<file path="src/design/lrs_pkg.sv">
// Shared widths, codes and types for the load-aware replica selector.
`default_nettype none

package lrs_pkg;

  localparam int unsigned CARRIED      = 4;   // replicas carried by one input beat
  localparam int unsigned ADDR_W       = 32;
  localparam int unsigned TIME_W       = 48;
  localparam int unsigned SRV_W        = 4;
  localparam int unsigned CNT_W        = 32;
  localparam int unsigned CFG_W        = 32;
  localparam int unsigned CFG_IDX_W    = 2;
  localparam int unsigned DEF_REPLICAS = 4;
  localparam int unsigned DEF_SERVERS  = 16;

  localparam logic [CFG_IDX_W-1:0] CFG_STRATEGY = 2'd0;
  localparam logic [CFG_IDX_W-1:0] CFG_LEVEL    = 2'd1;
  localparam logic [CFG_IDX_W-1:0] CFG_OWN_ADDR = 2'd2;

  localparam logic [ADDR_W-1:0] OWN_ADDR_RST = 32'd1;

  typedef enum logic [1:0] {
    STRAT_NONE,
    STRAT_MIN_LOAD,
    STRAT_CORE_ONLY,
    STRAT_MIN_DIST
  } strategy_e;

  typedef enum logic [1:0] {
    LVL_HOST,
    LVL_EDGE,
    LVL_AGG,
    LVL_CORE
  } level_e;

  typedef enum logic [2:0] {
    ST_IDLE,
    ST_READ,
    ST_DECAY,
    ST_MERGE,
    ST_WRITE,
    ST_DONE
  } state_e;

  typedef struct packed {
    logic rd_en;
    logic el_en;
    logic dec_en;
    logic wr_en;
  } lane_ctl_t;

  typedef struct packed {
    logic [TIME_W-1:0] load;
    logic [TIME_W-1:0] stamp;
  } entry_t;

endpackage

`default_nettype wire

</file>
<file path="src/design/lrs_merge.sv">
// Merge stage: registered least-load pick over the used lanes, first lane wins a tie; no used lane gives dest.
`default_nettype none

module lrs_merge import lrs_pkg::*; #(
  parameter int unsigned LANES = CARRIED
) (
  input  logic              clk_i,
  input  logic              en_i,
  input  logic [TIME_W-1:0] load_i [LANES],
  input  logic [LANES-1:0]  use_i,
  input  logic [ADDR_W-1:0] addr_i [LANES],
  input  logic [ADDR_W-1:0] dest_i,
  output logic [ADDR_W-1:0] best_addr_o
);

  logic [TIME_W-1:0] pl [CARRIED];
  logic [ADDR_W-1:0] pa [CARRIED];
  logic [CARRIED-1:0] pu;

  logic              s01, s23, sf;
  logic [TIME_W-1:0] la, lb;
  logic [ADDR_W-1:0] aa, ab;
  logic              ua, ub;
  logic [ADDR_W-1:0] best_d, best_q;

  always_comb begin
    for (int i = 0; i < CARRIED; i++) begin
      if (i < LANES) begin
        pl[i] = load_i[i];
        pa[i] = addr_i[i];
        pu[i] = use_i[i];
      end else begin
        pl[i] = '0;
        pa[i] = '0;
        pu[i] = 1'b0;
      end
    end
  end

  always_comb begin
    s01 = pu[1] && (!pu[0] || (pl[1] < pl[0]));
    s23 = pu[3] && (!pu[2] || (pl[3] < pl[2]));
    la  = s01 ? pl[1] : pl[0];
    aa  = s01 ? pa[1] : pa[0];
    ua  = pu[0] || pu[1];
    lb  = s23 ? pl[3] : pl[2];
    ab  = s23 ? pa[3] : pa[2];
    ub  = pu[2] || pu[3];
    sf  = ub && (!ua || (lb < la));
    if (ua || ub) begin
      best_d = sf ? ab : aa;
    end else begin
      best_d = dest_i;
    end
  end

  always_ff @(posedge clk_i) begin
    if (en_i) begin
      best_q <= best_d;
    end
  end

  assign best_addr_o = best_q;

endmodule

`default_nettype wire

</file>
<file path="config.mk">
export PLATFORM = sky130hd
export DESIGN_NAME = lrs_merge
export DESIGN_NICKNAME = d
export VERILOG_FILES = /design/src/design/lrs_pkg.sv /design/src/design/lrs_merge.sv
export SDC_FILE = /design/constraint.sdc
export NUM_CORES = 1
export LEC_CHECK = 0
export ABC_CLOCK_PERIOD_IN_PS = 7150
export BUFFER_PORTS_ARGS = -buffer_cell sky130_fd_sc_hd__buf_2
export CORE_AREA = 2 2 153 155
export DETAILED_ROUTE_END_ITERATION = 10
export DIE_AREA = 0 0 155 157
export SKIP_CTS_REPAIR_TIMING = 1
export SLEW_MARGIN = 20
export SYNTH_ARGS = -nofsm -noshare
export SYNTH_HDL_FRONTEND = slang
export SYNTH_SLANG_ARGS = --single-unit
</file>
<file path="constraint.sdc">
create_clock -name clk_i -period 7.15 [get_ports clk_i]
set_input_delay 1.0725 -clock clk_i [delete_from_list [all_inputs] [get_ports clk_i]]
set_output_delay 1.0725 -clock clk_i [all_outputs]
set_load 0.01 [all_outputs]
</file>
**Word-level counts from Yosys, hierarchy flattened**

Index checks and enable logic that the tools add are counted.

- Order comparisons: 3
- Mux-type cells: 6
- Reduce and logical (&&, ||, !) cells: 12

Operators by type and width:

| cell | number |
|---|---|
| 48-bit less-than comparator | 3 |
| 32-bit 2-to-1 mux | 4 |
| 48-bit 2-to-1 mux | 2 |
| 1-bit logical OR | 6 |
| 1-bit logical AND | 3 |
| 1-bit logical NOT | 3 |

- Flip-flop bits (word level): 32
- Bits of input ports: 358
- Output and inout port bits: 32
- Logic and storage cells: 22

**Logic depth before layout (Yosys ltp)**

Gate-level depths: netlist (run 1).

- Word-level depth: 9
- Depth in mapped cells: 25
- Depth with buffers taken out: 21

**Least setup slack after synthesis (run 1)**

Ideal clock, no wire load.

- Path kind: in2reg
- From: input port load_i[153] in the netlist's numbering
- To: register best_q[0] (netlist: best_addr_o[0]) (data pin)
- Data arrival time: 5.351 ns
- Required time: 6.884 ns
- Setup slack: 1.533 ns
- Stages: 24
- Cell sequence: inv_1 > ha_1 > a211oi_2 > o22ai_1 > or3_1 > o31ai_1 > nand3_1 > nor2_1 > o21a_1 > buf_2 > buf_2 > buf_1 > a21oi_1 > ha_1 > a211oi_1 > o21bai_1 > a2111oi_0 > o31a_1 > o41ai_1 > a31oi_1 > and3_1 > buf_1 > buf_2 > o32ai_2

- Longest elaborated chain between the ends: 9

RTL lines:

| item | RTL line | RTL |
|---|---|---|
| from (decl) | lrs_merge.sv:9 | `input logic [TIME_W-1:0] load_i [LANES],` |
| 48-bit less-than comparator | lrs_merge.sv:41 | `s01 = pu[1] && (!pu[0] \|\| (pl[1] < pl[0]));` |
| 1-bit logical OR | lrs_merge.sv:41 |  |
| 1-bit logical AND | lrs_merge.sv:41 |  |
| 48-bit 2-to-1 mux | lrs_merge.sv:43 | `la = s01 ? pl[1] : pl[0];` |
| 48-bit less-than comparator | lrs_merge.sv:49 | `sf = ub && (!ua \|\| (lb < la));` |
| 1-bit logical OR | lrs_merge.sv:49 |  |
| 1-bit logical AND | lrs_merge.sv:49 |  |
| 32-bit 2-to-1 mux (*) | lrs_merge.sv:51 | `best_d = sf ? ab : aa;` |
| 32-bit 2-to-1 mux (*) | lrs_merge.sv:50 | `if (ua \|\| ub) begin` |
| named net best_d[0] | lrs_merge.sv:24 | `logic [ADDR_W-1:0] best_d, best_q;` |
| to (signal assigned) | lrs_merge.sv:59 | `best_q <= best_d;` |
| to (decl) | lrs_merge.sv:24 |  |

The timed path passes the listed nets; every way through them passes the cells marked *.
A chain may end at the register's enable or synchronous reset.

**Worst setup path after layout (run 1)**

- From: input port load_i[45] in the netlist's numbering
- To: register best_q[22] (netlist: best_addr_o[22]) (data pin)

- Longest elaborated chain between the ends: 9

RTL lines:

| item | RTL line | RTL |
|---|---|---|
| 48-bit less-than comparator | lrs_merge.sv:42 | `s23 = pu[3] && (!pu[2] \|\| (pl[3] < pl[2]));` |
| 1-bit logical OR | lrs_merge.sv:42 |  |
| 1-bit logical AND | lrs_merge.sv:42 |  |
| 48-bit 2-to-1 mux | lrs_merge.sv:46 | `lb = s23 ? pl[3] : pl[2];` |
| 48-bit less-than comparator | lrs_merge.sv:49 |  |
| 1-bit logical OR | lrs_merge.sv:49 |  |
| 1-bit logical AND | lrs_merge.sv:49 |  |
| 32-bit 2-to-1 mux (*) | lrs_merge.sv:51 |  |
| 32-bit 2-to-1 mux (*) | lrs_merge.sv:50 |  |
| named net best_d[22] | lrs_merge.sv:24 |  |

Marks and branches as above.

==> reports/metrics.csv, run 1 <==
stage,metric,value,unit
pwr,P per Cell Area,126,mW/mm²
layout,layout cells sized above 1,0.369,
worst_setup_path,"slowest stage delay, CP",0.74,ns
logic_synthesis,"Async S/R FF share, synth",0,
hold_path,Hold Path Stages,3,
hold_path,HP Class,primary input to flop,
detailed_routing,wire per inst,17.1,µm
sta,"Slew Viols, Final",0,
floorplan,die area,0.0243,mm²
pwr,Max rail drop VDD,81.5,µV
hold_path,worst hold start,addr_i[17],
clock_tree,Clock Path Buffers,2,
global_routing,Total Routing Usage GR,0.203,
logic_synthesis,Synth Instances,885,
clock_tree,TritonCTS clock tree,yes,
logic_synthesis,Mean Syn Cell Area,7.84,µm²
global_routing,initial antenna violation count,4,
logic_synthesis,syn nets,1384,
run,Max-Cap Viols,0,
layout,NumNets Final,1752,
logic_synthesis,Synth cell types,59,
layout,Area Growth Syn to Fin,35.1,%
clock_tree,CTS H-tree depth,2,
sta,Worst Max-Slew Pin Slew,0.764,ns
floorplan,Die W,155,µm
floorplan,Initial Util,0.308,
detailed_routing,post-route ant nets,0,
global_routing,vias in the first global route,7580,
sta,Relative slew margins,0.491,
worst_setup_path,Buf/Inv on CP,3,
sta,highest clock rate,149,MHz
detailed_routing,initial detailed-routing violation count,476,
outcome,status,completed,
layout,post-layout util,0.416,
sta,period utilization,0.939,
worst_setup_path,Setup CP Type,primary input to flop,
placed_design,PortBufs,389,
worst_setup_path,"Req. time, crit path",7.17,ns
clock_tree,"CTS clk-pin slew, worst paths",0.05,ns
floorplan,die span in y,157,µm
sta,Tmin final,6.72,ns
logic_synthesis,Yosys warning count,0,
detailed_routing,final WL,26.4,mm
placed_design,DP Wirelength,23.1,mm
logic_synthesis,#FFs+latches synth,32,
sta,RSZ-0062 raised after global routing,false,
detailed_routing,First-pass DRT Iterations,7,
sta,# setup viols final,0,
worst_setup_path,Crit. End Element,flop,
clock_tree,Root Buffer,clkbuf_16,
worst_setup_path,slowest cell on the critical path,and4_2,
detailed_routing,# DRC,0,
floorplan,Core Rows,55,
pwr,Lkg Pwr,0.00486,µW
logic_synthesis,synthesized area,0.00694,mm²
logic_synthesis,ys flop type,edfxtp_1,
worst_setup_path,Worst Setup Start Kind,primary input,
layout,Largest register FFs,32,
global_routing,largest net degree at the start of global routing,68,
detailed_routing,Via density,5.11,
worst_setup_path,crit-path max FO,67,
global_routing,first-pass GRT wire length,39.3,mm
sta,Setup TNS Final,0,ns
clock_tree,CTS Buf Count,5,
floorplan,CORE AREA,0.0225,mm²
sta,final hold viol count,0,
placed_design,GP Congestion,0.902,
hold_path,Hold Path End,best_addr_o[17],
logic_synthesis,"EDFF count, synth",32,
worst_setup_path,Worst EP arrival,6.73,ns
global_routing,global route overflow,0,
worst_setup_path,Crit path max-delay family,compound AO/OA/AOI/OAI gates,
clock_tree,Clock Sinks,32,
worst_setup_path,CP Cell Sequence,"buf_2, ha_1, nand4_1, nor3_1, a221oi_1, nand2_1, nor4_1, buf_4, o21a_4, o21ai_0, ha_1, a211oi_1, o21bai_1, a2111oi_0, o31a_1, o41ai_1, a31oi_1, and4_2, buf_4, o32ai_2",
detailed_routing,via count,7882,
floorplan,I/O Pins,390,
logic_synthesis,post-synthesis sequential area ratio,0.139,
-- how the worst max path moves through the flow --
| stage | slack [ns] | end | depth (start not counted) | start |
|---|---|---|---|---|
| 4_1_cts | 0.32 | best_addr_o[22] | 23 | load_i[94] |
| 5_1_grt | 0.02 | best_addr_o[23] | 22 | load_i[37] |
| 2_1_floorplan | 1.53 | best_addr_o[0] | 24 | load_i[153] |
| 3_5_place_dp | 0.03 | best_addr_o[22] | 23 | load_i[94] |
| 3_3_place_gp | 0.04 | best_addr_o[24] | 23 | load_i[94] |
| 6_report | 0.43 | best_addr_o[22] | 20 | load_i[45] |
-- cell usage in the layout (no fill, tap or decap), types with 3 or more instances in the layout --
cell type / synthesis / final
a211oi_1: 4 / 4
nand4_1: 22 / 22
nand3_1: 19 / 19
buf_4: 3 / 17
o32ai_2: 30 / 30
ha_1: 141 / 141
a21o_1: 12 / 12
nor4_1: 8 / 7
o22ai_1: 3 / 3
nor2_1: 60 / 60
a31o_2: 3 / 3
a221oi_1: 35 / 35
mux2i_1: 30 / 30
buf_2: 15 / 389
edfxtp_1: 32 / 32
and2_1: 31 / 31
inv_1: 107 / 107
nand2_1: 77 / 77
o21ai_0: 66 / 66
o211ai_1: 3 / 3
o21bai_1: 3 / 3
a21oi_1: 94 / 93
nor3_1: 11 / 10
a31oi_1: 3 / 3
clkbuf_16: 0 / 5
-- layer usage --
metal | global-route usage | up-vias | part of all wire
met4 | 0.0348 | 4 | 0.016
li1 | - | 4039 | -
met1 | 0.276 | 3547 | 0.45
met3 | 0.0385 | 32 | 0.064
met5 | 0 | - | 0.00091
met2 | 0.338 | 260 | 0.47
-- cell usage after synthesis (3+ instances only) --
cell | n | area, µm²
ha_1 | 141 | 1760
inv_1 | 107 | 402
a21oi_1 | 94 | 470
nand2_1 | 77 | 289
o21ai_0 | 66 | 330
nor2_1 | 60 | 225
a221oi_1 | 35 | 307
edfxtp_1 | 32 | 961
and2_1 | 31 | 194
mux2i_1 | 30 | 300
o32ai_2 | 30 | 488
nand4_1 | 22 | 138
clkbuf_1 | 19 | 71.3
nand3_1 | 19 | 95.1
buf_2 | 15 | 75.1
a21o_1 | 12 | 90.1
nor3_1 | 11 | 55.1
nor4_1 | 8 | 50.1
buf_1 | 6 | 22.5
a211oi_1 | 4 | 30.0
o21a_1 | 4 | 30.0
a31o_2 | 3 | 26.3
a31oi_1 | 3 | 18.8
and4_1 | 3 | 26.3
buf_4 | 3 | 22.5
buf_6 | 3 | 33.8
o211ai_1 | 3 | 22.5
o21bai_1 | 3 | 22.5
o22ai_1 | 3 | 18.8
-- kinds of logic (layout without fill, tap and decap cells) --
| group | Yosys count | in the layout | share of synthesized area |
|---|---|---|---|
| compound gates | 286 | 286 | 0.305 |
| fa+ha+maj | 141 | 141 | 0.254 |
| simple gates | 241 | 241 | 0.165 |
| flops | 32 | 32 | 0.139 |
| buf+inv | 153 | 522 | 0.0904 |
| other cells | 0 | 2 | 0 |
| mux | 32 | 32 | 0.0465 |
-- power breakdown --
group	switching, µW	internal [µW]	total [µW]
clock network	80.1	162	242
registers	6.86	250	257
logic	377	305	682
total	464	717	1180
-- final cells by class --
type                       instances  area, µm²
antenna                            2       5.00
timing repair buffer             407       2090
fill                            2375      13100
multi-input combinational        700       5390
clock inverter                     3       37.5
sequential                        32        961
inverter                         107        402
tap                              285        357
clock buffer                       5        125
-- stage by stage --
step           cells  power, µW  setup slack [ns]  area, µm²  hold slack (ns)
3_3_place_gp    1531        934            0.0404       9200             1.45
6_report        1541       1180             0.434       9370             1.17
5_1_grt         1540       1280            0.0237       9370             1.19
4_1_cts         1539       1190             0.325       9360             1.17
2_1_floorplan    885        688              1.53       6940             1.19
3_5_place_dp    1531        944            0.0286       9200             1.46
(Power assumes the default switching activity.)
==> run 2: changes to the inputs <==
--- a/config.mk
+++ b/config.mk
@@ -10,6 +10,7 @@
 export CORE_AREA = 2 2 153 155
 export DETAILED_ROUTE_END_ITERATION = 10
 export DIE_AREA = 0 0 155 157
+export REMOVE_ABC_BUFFERS = 1
 export SKIP_CTS_REPAIR_TIMING = 1
 export SLEW_MARGIN = 20
 export SYNTH_ARGS = -nofsm -noshare
==> constraint.sdc (replaced) <==
create_clock -name clk_i -period 7.15 [get_ports clk_i]
set_input_delay 0.715 -clock clk_i [delete_from_list [all_inputs] [get_ports clk_i]]
set_output_delay 0.715 -clock clk_i [all_outputs]
set_load 0.01 [all_outputs]
==> run 2 against run 1 <==
  * Sequential share of layout area is 0.070 points higher
  * Die area stayed put
  * Cell count is 0.45% lower
  * Flip-flop and latch count stayed put
  * Total power is 0.36% lower
  * Via count is 0.36% lower
  * Critical path depth is 3 higher
  * Clock power is 2% lower
  * Critical endpoint is now best_addr_o[1]
  * Largest cell class unchanged
==> reports/metrics.csv, run 2 (synthesis results as in run 1) <==
stage,metric,value,unit,change
outcome,status,completed,,
global_routing,Total Routing Usage GR,0.204,,+0.00116
floorplan,I/O Pins,390,,unchanged
worst_setup_path,Worst Setup Start Kind,primary input,,
layout,"most common cell after layout, fill and taps aside",buf_2,,
floorplan,die span in y,157,µm,unchanged
layout,Post-Layout Cell Count,1534,,-0.45%
global_routing,initial antenna violation count,8,,+4
global_routing,first-pass GRT wire length,39.1,mm,-0.51%
pwr,Lkg Pwr,0.00482,µW,-0.85%
run,Max-Cap Viols,0,,unchanged
detailed_routing,# DRC,0,,unchanged
clock_tree,CTS Buf Count,5,,unchanged
worst_setup_path,"Req. time, crit path",7.15,ns,-0.02 ns
global_routing,largest net degree at the start of global routing,87,,+28%
sta,highest clock rate,157,MHz,+5.3%
floorplan,Die W,155,µm,unchanged
worst_setup_path,Setup CP Type,primary input to flop,,
sta,Tmin final,6.38,ns,-0.338 ns
detailed_routing,wire per inst,17.4,µm,+1.5%
sta,final hold slack,0.820,ns,-0.349 ns
sta,Worst Max-Slew Pin Slew,0.895,ns,+0.131 ns
hold_path,HP Class,primary input to flop,,
layout,NumNets Final,1744,,-0.46%
worst_setup_path,Worst EP arrival,6.38,ns,-0.35 ns
pwr,P per Cell Area,126,mW/mm²,+0.33%
clock_tree,TritonCTS clock tree,yes,,
placed_design,Post-Place Cells,1523,,-0.52%
worst_setup_path,Crit. End Element,flop,,
global_routing,global route overflow,0,,unchanged
clock_tree,Clock Sinks,32,,unchanged
detailed_routing,Via density,5.12,,about the same
floorplan,CORE AREA,0.0225,mm²,unchanged
layout,layout cells sized above 1,0.364,,-0.00485
worst_setup_path,crit-path max FO,86,,+28%
clock_tree,Root Buffer,clkbuf_16,,
hold_path,Hold Path Stages,3,,unchanged
global_routing,vias in the first global route,7374,,-2.7%
placed_design,Setup WS pre-CTS,0.511,ns,+0.483 ns
placed_design,GP Congestion,0.842,,-6.7%
floorplan,Core Rows,55,,unchanged
sta,final hold viol count,0,,unchanged
layout,Largest register FFs,32,,unchanged
floorplan,die area,0.0243,mm²,unchanged
detailed_routing,via count,7854,,-0.36%
sta,"Slew Viols, Final",0,,unchanged
layout,Area Growth Syn to Fin,34.2,%,
sta,final worst slack,0.772,ns,+0.338 ns
sta,Relative slew margins,0.404,,-0.0872
detailed_routing,First-pass DRT Iterations,6,,-1
clock_tree,CTS H-tree depth,2,,unchanged
sta,period utilization,0.892,,-0.0473
pwr,total power draw,1180,µW,-0.36%
floorplan,Initial Util,0.308,,unchanged
sta,RSZ-0062 raised after global routing,false,,
clock_tree,Clock Path Buffers,2,,unchanged
detailed_routing,post-route ant nets,0,,unchanged
layout,most frequent cells in the layout,"389 x buf_2, 141 x ha_1, 107 x inv_1",,
detailed_routing,initial detailed-routing violation count,422,,-11%
detailed_routing,final WL,26.6,mm,+1.0%
layout,post-layout util,0.414,,-0.00284
sta,# setup viols final,0,,unchanged
clock_tree,"CTS clk-pin slew, worst paths",0.05,ns,about the same
placed_design,PortBufs,389,,unchanged
placed_design,DP Wirelength,23.3,mm,+1.1%
pwr,Max rail drop VDD,89.1,µV,+9.3%
run 2: cell types whose count changed in the layout (fill, tap and decap cells not counted):
cell	previous run	this run
buf_4	17	9
diode_2	2	3
nor4_1	7	8
nor4_2	1	0
run 2: worst paths after layout:
kind / slack (ns) / endpoint / from
min: 0.82 / best_addr_o[0] / addr_i[32]
max: 0.77 / best_addr_o[1] / load_i[109]
run 2: final cells by class:
type / instances / area (µm²)
inverters: 107 / 402
diodes: 3 / 7.51
clock buffers: 5 / 125
fillers: 2311 / 13200
multi-input cells: 700 / 5380
repair buffers: 399 / 2030
well taps: 285 / 357
flip-flops and latches: 32 / 961
clock inverters: 3 / 37.5
run 2: worst max-delay path, stage by stage:
cell and delay (ns):
buf_2 0.11, ha_1 0.32, a211oi_2 0.23, o22ai_1 0.10
or3_1 0.33, o31ai_1 0.24, nand3_1 0.16, nor2_1 0.23
o21a_4 0.73, buf_4 0.36, nor2_1 0.06, a21oi_1 0.12
ha_1 0.16, a21o_1 0.10, a21oi_1 0.06, o22ai_1 0.15
nor2_1 0.08, o41ai_1 0.57, a31oi_1 0.23, o2bb2ai_1 0.21
o21ai_4 0.55, buf_4 0.40, o32ai_2 0.12
run 2: stage by stage:
step | instance area [µm²] | setup TNS, ns
2_1_floorplan | 6710 | -19.33
3_3_place_gp | 9140 | 0
3_5_place_dp | 9140 | 0
4_1_cts | 9300 | 0
5_1_grt | 9300 | 0
6_report | 9310 | 0
run 2: report_power, final:
group | leakage (µW) | switching [µW] | internal [µW]
logic | 0.00442 | 379 | 300
clock network | 0.0000789 | 75.8 | 162
registers | 0.000312 | 9.42 | 251
run 2: metal layers:
metal,GRT usage,vias up,share of wire
met1,0.281,3535,0.45
li1,-,4022,-
met3,0.0380,22,0.069
met4,0.0181,10,0.0071
met5,0,-,0.0025
met2,0.344,265,0.47
==> run 3: changes to the inputs <==
--- a/config.mk
+++ b/config.mk
@@ -5,11 +5,12 @@
 export SDC_FILE = /design/constraint.sdc
 export NUM_CORES = 1
 export LEC_CHECK = 0
+export ABC_AREA = 1
 export ABC_CLOCK_PERIOD_IN_PS = 7150
 export BUFFER_PORTS_ARGS = -buffer_cell sky130_fd_sc_hd__buf_2
-export CORE_AREA = 2 2 153 155
+export CORE_AREA = 2 2 152 154
 export DETAILED_ROUTE_END_ITERATION = 10
-export DIE_AREA = 0 0 155 157
+export DIE_AREA = 0 0 154 156
 export REMOVE_ABC_BUFFERS = 1
 export SKIP_CTS_REPAIR_TIMING = 1
 export SLEW_MARGIN = 20
==> run 3 against run 2 <==
  * Global-route usage down 0.26 points
  * Cell count up 11%
  * Via count up 3.9%
  * Wire length down 4.2%
  * Flip-flop and latch count unchanged
  * Utilization down 0.17 points
  * Clock power about the same
  * Worst hold slack worse by 0.11 ns
  * Die area down 1.3%
  * Area after synthesis down 0.97%
  * Fmax up 18%
  * Synthesized cell count up 19%
==> reports/metrics.csv, run 3 <==
stage,metric,value,unit,change
logic_synthesis,Synth Instances,1052,,+19%
global_routing,Total Routing Usage GR,0.201,,-0.00263
worst_setup_path,"slowest stage delay, CP",0.68,ns,-0.05 ns
sta,final hold viol count,0,,unchanged
floorplan,I/O Pins,390,,unchanged
clock_tree,Clock Sinks,32,,unchanged
logic_synthesis,Yosys warning count,0,,unchanged
detailed_routing,wire per inst,15.0,µm,-14%
clock_tree,Clock Path Buffers,2,,unchanged
detailed_routing,First-pass DRT Iterations,7,,+1
logic_synthesis,"EDFF count, synth",32,,unchanged
sta,highest clock rate,184,MHz,+18%
pwr,Logic pwr share,0.558,,-0.019
clock_tree,CTS Buf Count,5,,unchanged
logic_synthesis,"Async S/R FF share, synth",0,,unchanged
worst_setup_path,"Req. time, crit path",7.17,ns,+0.02 ns
pwr,P per Cell Area,122,mW/mm²,-3.6%
floorplan,Initial Util,0.307,,-0.00112
sta,# setup viols final,0,,unchanged
pwr,switching power share of the total,0.396,,+0.00195
global_routing,first-pass GRT wire length,38.7,mm,-0.97%
detailed_routing,via count,8160,,+3.9%
global_routing,vias in the first global route,7759,,+5.2%
detailed_routing,met2 WL,12.3,mm,-1.9%
worst_setup_path,slowest cell on the critical path,buf_4,,
sta,final hold slack,0.714,ns,-0.106 ns
detailed_routing,# DRC,0,,unchanged
logic_synthesis,post-synthesis sequential area ratio,0.140,,+0.00136
worst_setup_path,Crit. End Element,flop,,
logic_synthesis,post-synth top area share,0.257,,+0.00250
sta,period utilization,0.759,,-0.133
detailed_routing,final WL,25.5,mm,-4.2%
logic_synthesis,most common cell in the netlist,nand2_1,,
detailed_routing,Top Metal Used,met5,,
detailed_routing,initial detailed-routing violation count,419,,-0.71%
layout,NumNets Final,1912,,+9.6%
run,Max-Cap Viols,0,,unchanged
global_routing,global route overflow,0,,unchanged
detailed_routing,post-route ant nets,0,,unchanged
sta,Setup TNS Final,0,ns,unchanged
pwr,Clock power frac,0.213,,+0.011
worst_setup_path,Worst EP arrival,5.45,ns,-0.93 ns
pwr,Lkg Pwr,0.00540,µW,+12%
logic_synthesis,Mean Syn Cell Area,6.53,µm²,-17%
sta,Worst Max-Slew Pin Slew,0.815,ns,-0.0793 ns
pwr,sequential power share,0.229,,+0.008
floorplan,Die W,154,µm,-0.65%
sta,Tmin final,5.43,ns,-0.951 ns
clock_tree,TritonCTS clock tree,yes,,
placed_design,PortBufs,389,,unchanged
logic_synthesis,Synth cell types,30,,-49%
sta,"Slew Viols, Final",0,,unchanged
worst_setup_path,Setup CP Type,primary input to flop,,
sta,Relative slew margins,0.456,,+0.0523
logic_synthesis,ys flop type,edfxtp_1,,
detailed_routing,Metal-1 WL,11.2,mm,-6.5%
logic_synthesis,#FFs+latches synth,32,,unchanged
layout,most frequent cells in the layout,"389 x buf_2, 264 x nand2_1, 141 x ha_1",,
logic_synthesis,post-synth top area cell,ha_1,,
detailed_routing,Via density,4.80,,-6.3%
sta,RSZ-0062 raised after global routing,false,,
worst_setup_path,Crit path top cell by count,nand2_1,,
floorplan,die span in y,156,µm,-0.64%
logic_synthesis,synth top area cells,"ha_1 26%, nand2_1 14%, edfxtp_1 14%",,
layout,Area Growth Syn to Fin,34.1,%,about the same
clock_tree,"CTS clk-pin slew, worst paths",0.05,ns,about the same
logic_synthesis,synthesized area,0.00687,mm²,-0.97%
pwr,Internal Power,678,µW,-4.9%
placed_design,DP Wirelength,22.2,mm,-4.8%
layout,layout cells sized above 1,0.294,,-0.0702
layout,"most common cell after layout, fill and taps aside",buf_2,,
outcome,status,completed,,
clock_tree,Root Buffer,clkbuf_16,,
floorplan,CORE AREA,0.0224,mm²,-0.61%
floorplan,die area,0.0240,mm²,-1.3%
worst_setup_path,crit-path max FO,70,,-19%
placed_design,GP Congestion,0.848,,+0.71%
clock_tree,CTS H-tree depth,2,,unchanged
detailed_routing,metal3 WL,1.66,mm,-9.5%
layout,Largest register FFs,32,,unchanged
pwr,NetSw,445,µW,-4.1%
global_routing,initial antenna violation count,3,,-5
worst_setup_path,Worst Setup Start Kind,primary input,,
hold_path,HP Class,primary input to flop,,
floorplan,Core Rows,55,,unchanged
global_routing,largest net degree at the start of global routing,71,,-18%
logic_synthesis,Post-synth top cells,"265 x nand2_1, 141 x ha_1, 126 x inv_1, 102 x a21oi_1, 100 x nor2_1",,
pwr,Max rail drop VDD,79.6,µV,-11%
-- run 3: cell count changes in the layout (fill, tap and decap cells not counted), sizes merged, moves of 9 or more --
cell / change
a221oi: -36
mux2i: +18
nand3: +52
o32ai: -30
nand4: -9
and2: -29
nor2: +40
a21o: -10
inv: +19
nand2: +192
-- run 3: stage by stage --
step	cell area (µm²)	util	power, µW	setup slack, ns	std cells
2_1_floorplan	6690	-	638	0.793	1011
3_3_place_gp	9040	0.404	882	1.45	1691
5_1_grt	9210	0.412	1230	1.17	1700
4_1_cts	9210	0.412	1130	1.69	1699
6_report	9210	0.412	1120	1.72	1701
3_5_place_dp	9040	0.404	892	1.41	1691
-- run 3: cell type report --
class | instances | area (µm²)
well taps | 285 | 357
repair buffers | 395 | 1990
clock inverters | 3 | 37.5
inverters | 127 | 477
multi-input cells | 852 | 5260
diodes | 2 | 5.00
clock buffers | 5 | 125
fillers | 2435 | 13200
flip-flops and latches | 32 | 961
-- run 3: logic make-up after synthesis --
| family | Yosys count | synth area share |
|---|---|---|
| buffers and inverters | 168 | 0.0962 |
| flip-flops | 32 | 0.140 |
| multiplexers | 56 | 0.0831 |
| AND/OR/NAND/NOR | 466 | 0.279 |
| adder cells (fa/ha/maj) | 141 | 0.257 |
| AO/OA/AOI/OAI | 189 | 0.146 |
-- run 3: final timing paths --
path                         from               to  slack (ns)  cells after the start
worst max-delay path  load_i[191]   best_addr_o[9]        1.72                     29
worst min-delay path   dest_i[21]  best_addr_o[21]        0.71                      3
-- run 3: power by group through the flow --
stage          Clock [µW]  Sequential (µW)  Combinational [µW]
3_3_place_gp            0              260                 622
6_report              239              258                 626
5_1_grt               250              260                 717
2_1_floorplan           0              277                 361
3_5_place_dp            0              261                 631
4_1_cts               243              258                 633
-- run 3: critical path, delay by kind of cell --
kind / cells / cell delay [ns]
buf+inv: 4 / 1.15
fa+ha+maj: 2 / 0.60
simple gates: 19 / 2.19
compound gates: 4 / 0.73
-- run 3: per-layer routing --
metal,up-vias,global-route usage
met3,26,0.0364
li1,4279,-
met1,3572,0.258
met5,-,0
met4,2,0.0365
met2,281,0.356
